===== src/rtl/core/arp_pkg.sv =====
// ----------------------------------------------------------------------------
// arp_pkg
// Shared types and constants of the ARP neighbor cache.
// ----------------------------------------------------------------------------
package arp_pkg;

  typedef enum logic [1:0] {
    KIND_LOOKUP = 2'd0,
    KIND_LEARN  = 2'd1,
    KIND_SWEEP  = 2'd2,
    KIND_NONE   = 2'd3
  } kind_t;

  typedef enum logic [2:0] {
    OUT_UPDATED  = 3'd0,
    OUT_INSERTED = 3'd1,
    OUT_REPLACED = 3'd2,
    OUT_DROPPED  = 3'd3,
    OUT_OTHER    = 3'd4
  } outcome_t;

  localparam logic [31:0] BCAST_IP   = 32'hFFFF_FFFF;
  localparam logic [47:0] BCAST_MAC  = 48'hFFFF_FFFF_FFFF;
  localparam logic [31:0] MCAST_IP   = {8'd224, 16'd0, 8'd22};
  localparam logic [47:0] MCAST_MAC  = {8'h01, 8'h00, 8'h5E, 8'h00, 8'h00, 8'h16};
  localparam logic [31:0] STALE_RESET = 32'd30099;

  // one queued request
  typedef struct packed {
    kind_t       kind;
    logic [31:0] ip_address;
    logic [47:0] mac_address;
    logic        make_permanent;
    logic [31:0] current_time;
  } req_t;

  typedef struct packed {
    logic        hit;
    logic [47:0] mac_found;
    outcome_t    outcome;
    logic [5:0]  slot;
    logic [6:0]  removed_count;
  } rsp_t;

endpackage


===== src/rtl/core/arp_front.sv =====
// ----------------------------------------------------------------------------
// arp_front
// Input side: classifies items and holds them in a two-entry queue.
// ----------------------------------------------------------------------------
module arp_front (
  input  logic          clk,
  input  logic          rst,
  input  logic          in_valid,
  output logic          in_ready,
  input  arp_pkg::req_t in_req,
  output logic          q_valid,
  input  logic          q_ready,
  output arp_pkg::req_t q_req
);
  import arp_pkg::*;

  req_t       buf_q [2];
  logic       wr_ptr, rd_ptr;
  logic [1:0] count;
  logic       push, pop;
  req_t       cls;

  // fold unknown kinds into one code
  always_comb begin
    cls = in_req;
    if (in_req.kind != KIND_LOOKUP && in_req.kind != KIND_LEARN &&
        in_req.kind != KIND_SWEEP) cls.kind = KIND_NONE;
  end

  assign in_ready = (count != 2'd2);
  assign q_valid  = (count != 2'd0);
  assign q_req    = buf_q[rd_ptr];
  assign push     = in_valid && in_ready;
  assign pop      = q_valid && q_ready;

  always_ff @(posedge clk) begin
    if (push) buf_q[wr_ptr] <= cls;
  end

  // advance pointers
  always_ff @(posedge clk) begin
    if (rst) begin
      wr_ptr <= 1'b0;
      rd_ptr <= 1'b0;
      count  <= 2'd0;
    end else begin
      if (push) wr_ptr <= ~wr_ptr;
      if (pop) rd_ptr <= ~rd_ptr;
      count <= count + {1'b0, push} - {1'b0, pop};
    end
  end
endmodule


===== config.mk =====
export PLATFORM = sky130hd
export DESIGN_NAME = arp_front
export DESIGN_NICKNAME = d
export VERILOG_FILES = /design/src/rtl/core/arp_pkg.sv /design/src/rtl/core/arp_front.sv
export SDC_FILE = /design/constraint.sdc
export NUM_CORES = 1
export LEC_CHECK = 0
export BUFFER_PORTS_ARGS = -buffer_cell sky130_fd_sc_hd__buf_4
export CAP_MARGIN = 25
export CORE_AREA = 3 3 111 156
export CTS_BUF_LIST = sky130_fd_sc_hd__clkbuf_4 sky130_fd_sc_hd__clkbuf_8 sky130_fd_sc_hd__clkbuf_16
export DETAILED_ROUTE_END_ITERATION = 10
export DIE_AREA = 0 0 114 159
export PLACE_DENSITY = 0.93
export SYNTH_ARGS = -nofsm -noshare
export SYNTH_HDL_FRONTEND = slang
export SYNTH_SLANG_ARGS = --single-unit

===== constraint.sdc =====
create_clock -name clk -period 10.6 [get_ports clk]
set_input_delay 2.12 -clock clk [delete_from_list [all_inputs] [get_ports clk]]
set_output_delay 2.12 -clock clk [all_outputs]
set_load 0.005 [all_outputs]

==> run_results.csv <==
group,metric,value,unit
setup_path,crit_path_top_delay_cell,"dfxtp_4",
setup_path,timing.rr.end,"buf_q[0][40]",
clock_network,ctsLongestPathBuffers,3,
setup_path,path_cells,"buf_4 -> buf_16 -> mux2_2 -> buf_4",
timing,worstMarginPinSlew,0.790,ns
pwr,peakVddDrop,0.161,mV
timing,worst_hold_slack,0.519,ns
setup_path,arrival,2.56,ns
layout,most-common-layout-cells,"buf_4, edfxtp_1, mux2_2",
placed_design,place_inst,813,
logic_synthesis,synth-seq-area-share,79.9,%
layout,syn_to_final_growth,29.8,%
route,num_vias,4421,
logic_synthesis,synthCells,389,
route,vias_per_cell,5.20,
global_routing,antenna_found_initial,1,
timing,min_period,4.68,ns
timing,setup_viol,0,
logic_synthesis,yosysUniqueCellTypes,25,
global_routing,overflow,0,
route,wl_met3,1170,um
timing,rsz0062_at_grt,"no",
timing,finalWorstSetupSlack,5.92,ns
setup_path,required,8.48,ns
clock_network,cts_tree,"built",
route,drtIter0Drc,210,
run,drv_cap,0,
floorplanning,core_area,16100,sq um
global_routing,grt_use_total,18.1,%
floorplanning,die_h,159,um
setup_path,cp_slowest_stage_delay,0.73,ns
route,routed.top_layer,"met5",
clock_network,clock_latency,0.48,ns
clock_network,root_buffer,"clkbuf_16",
setup_path,reg2reg_from,"count[0]",
layout,instances_no_fill,850,
clock_network,post-cts-setup-buffers,0,
layout,layout_commonest_cell,"buf_4",
route,drt_pass1_iterations,7,
placed_design,dp_hpwl,12000,um
placed_design,dp_slack,6.39,ns
clock_network,path_clk_slew,0.06,ns
setup_path,crit_path_end,"q_req[45]",
clock_network,cts-buffers-inserted,21,
setup_path,crit_type,"reg -> out",
global_routing,grt_pass1_vias,5008,
layout,nets,757,
route,wl_per_cell,19.9,um
timing,finClkSkew,0.00564,ns
floorplanning,start_util,54.4,%
clock_network,hold_buffers,0,
layout,multiInputGateArea,1640,sq um
pwr,power_leakage,4.34,nW
timing,slew_headroom,47.4,%
floorplanning,num_rows,55,
layout,drive_above_1_share,60.5,%
placed_design,port_buffers,235,
floorplanning,pin_count,236,
clock_network,htree_levels,1,
clock_network,cts_resized,0,
placed_design,gp_congestion,0.778,
outcome,outcome,"finished, final reports clean",
layout,antenna_cells,0,
logic_synthesis,yosys_warnings,0,
timing,hold_viol,0,
logic_synthesis,syn_area,8770,sq um
timing,report.final.slew_viol_count,0,
worst_hold_path,hold_class,"reg -> reg",
pwr,finalPower,2.37,mW
pwr,power.density,209,nW/um^2
floorplanning,dieWidth,114,um
route,wl_met1,5660,um
logic_synthesis,avgSynthCellArea,22.5,sq um
timing,finalCritPeriodShare,44.1,%
setup_path,cp_common_cell,"buf_4",
layout,regArea,7010,sq um
global_routing,grt_max_degree,71,
timing,fmax,214,MHz
route,drtAntennaViolNets,0,
layout,fillers,1001,
setup_path,regToRegSetupSlack,8.05,ns
logic_synthesis,ys_ff_latch,235,
setup_path,ff2ff_path_depth,4,
global_routing,grt_pass1_wl,25800,um
timing,fin_tns_setup,0,ns
setup_path,end_kind,"output port",
route,wl_met2,9510,um
clock_network,clock_sinks,235,
logic_synthesis,synth.net_count,509,
setup_path,start_kind,"register",
floorplanning,die-area,18100,sq um
setup_path,path_max_fanout,70,
route,drc_errors,0,
route,wl,16900,um
-- critical path: cells and delay by family, from the launching register on --
kind | cells | cell delay, ns
mux | 1 | 0.39
flops | 1 | 0.73
buf+inv | 3 | 0.88
-- sequential cells by signal, summed over array words and instances (netlist names), named ones only --
register / count
count: 2
rd_ptr: 1
buf_q: 230
wr_ptr: 1
-- layout make-up --
class,instances,share of cell area (%)
tap,199,2.19
multi-input combinational,138,14.5
inverter,1,0.0550
clock inverter,11,0.429
clock buffer,26,5.06
timing repair buffer,240,16.2
sequential,235,61.6
-- Yosys cell counts --
library cell / instances / area [sq um]
edfxtp_1: 230 / 6910
mux2_2: 65 / 732
mux2_4: 50 / 751
buf_6: 7 / 78.8
buf_2: 6 / 30.0
dfxtp_1: 5 / 100
nor2_1: 4 / 15.0
and3_1: 2 / 12.5
clkbuf_1: 2 / 7.51
nor2b_1: 2 / 12.5
o21ai_0: 2 / 10.0
a21bo_2: 1 / 10.0
a21oi_1: 1 / 5.00
ha_1: 1 / 12.5
inv_1: 1 / 3.75
nand2b_1: 1 / 6.26
nand3_1: 1 / 5.00
nand3b_1: 1 / 7.51
nor3_2: 1 / 10.0
nor4_1: 1 / 6.26
nor4bb_1: 1 / 10.0
o21ba_2: 1 / 10.0
o31a_1: 1 / 8.76
or2_2: 1 / 6.26
xor2_1: 1 / 8.76
-- kinds of logic (layout without fill, tap and decap cells) --
| family | after synthesis | in the layout | share of synthesized area (%) |
|---|---|---|---|
| muxes | 115 | 115 | 16.9 |
| adders and majority gates | 1 | 1 | 0.143 |
| AOI/OAI and AO/OA | 6 | 6 | 0.500 |
| and+or+nand+nor | 15 | 15 | 1.04 |
| buffers and inverters | 16 | 278 | 1.37 |
| DFF | 235 | 235 | 79.9 |
| xor gates and xnor gates | 1 | 1 | 0.0999 |
-- power by group --
group | leakage [nW] | total, mW | switching [mW] | internal, mW
clock network | 0.318 | 0.679 | 0.295 | 0.384
logic | 1.83 | 0.524 | 0.208 | 0.315
registers | 2.19 | 1.17 | 0.0423 | 1.13
-- layer usage --
metal | GRT usage [%] | vias up
met1 | 19.2 | 2154
met5 | 0 | -
met3 | 4.52 | 50
li1 | - | 2041
met4 | 6.59 | 2
met2 | 34.1 | 174
-- worst min path at each step --
| stage | startpoint | to | slack [ns] | cells past startpoint |
|---|---|---|---|---|
| detailed placement | rd_ptr | rd_ptr | 0.50 | 2 |
| floorplan | rd_ptr | register | 0.47 | 2 |
| global route | rd_ptr | rd_ptr | 0.54 | 2 |
| CTS | rd_ptr | rd_ptr | 0.52 | 2 |
| finish | rd_ptr | rd_ptr | 0.52 | 2 |
| global placement | rd_ptr | rd_ptr | 0.49 | 2 |
-- through the flow --
stage                     util (%)  cell area, sq um
after global placement        66.4             10700
after CTS                     70.6             11400
after global routing          70.6             11400
after detailed placement      66.8             10800
after floorplan                  -              8770
final                         70.6             11400
Power figures use the tool's default switching activity.
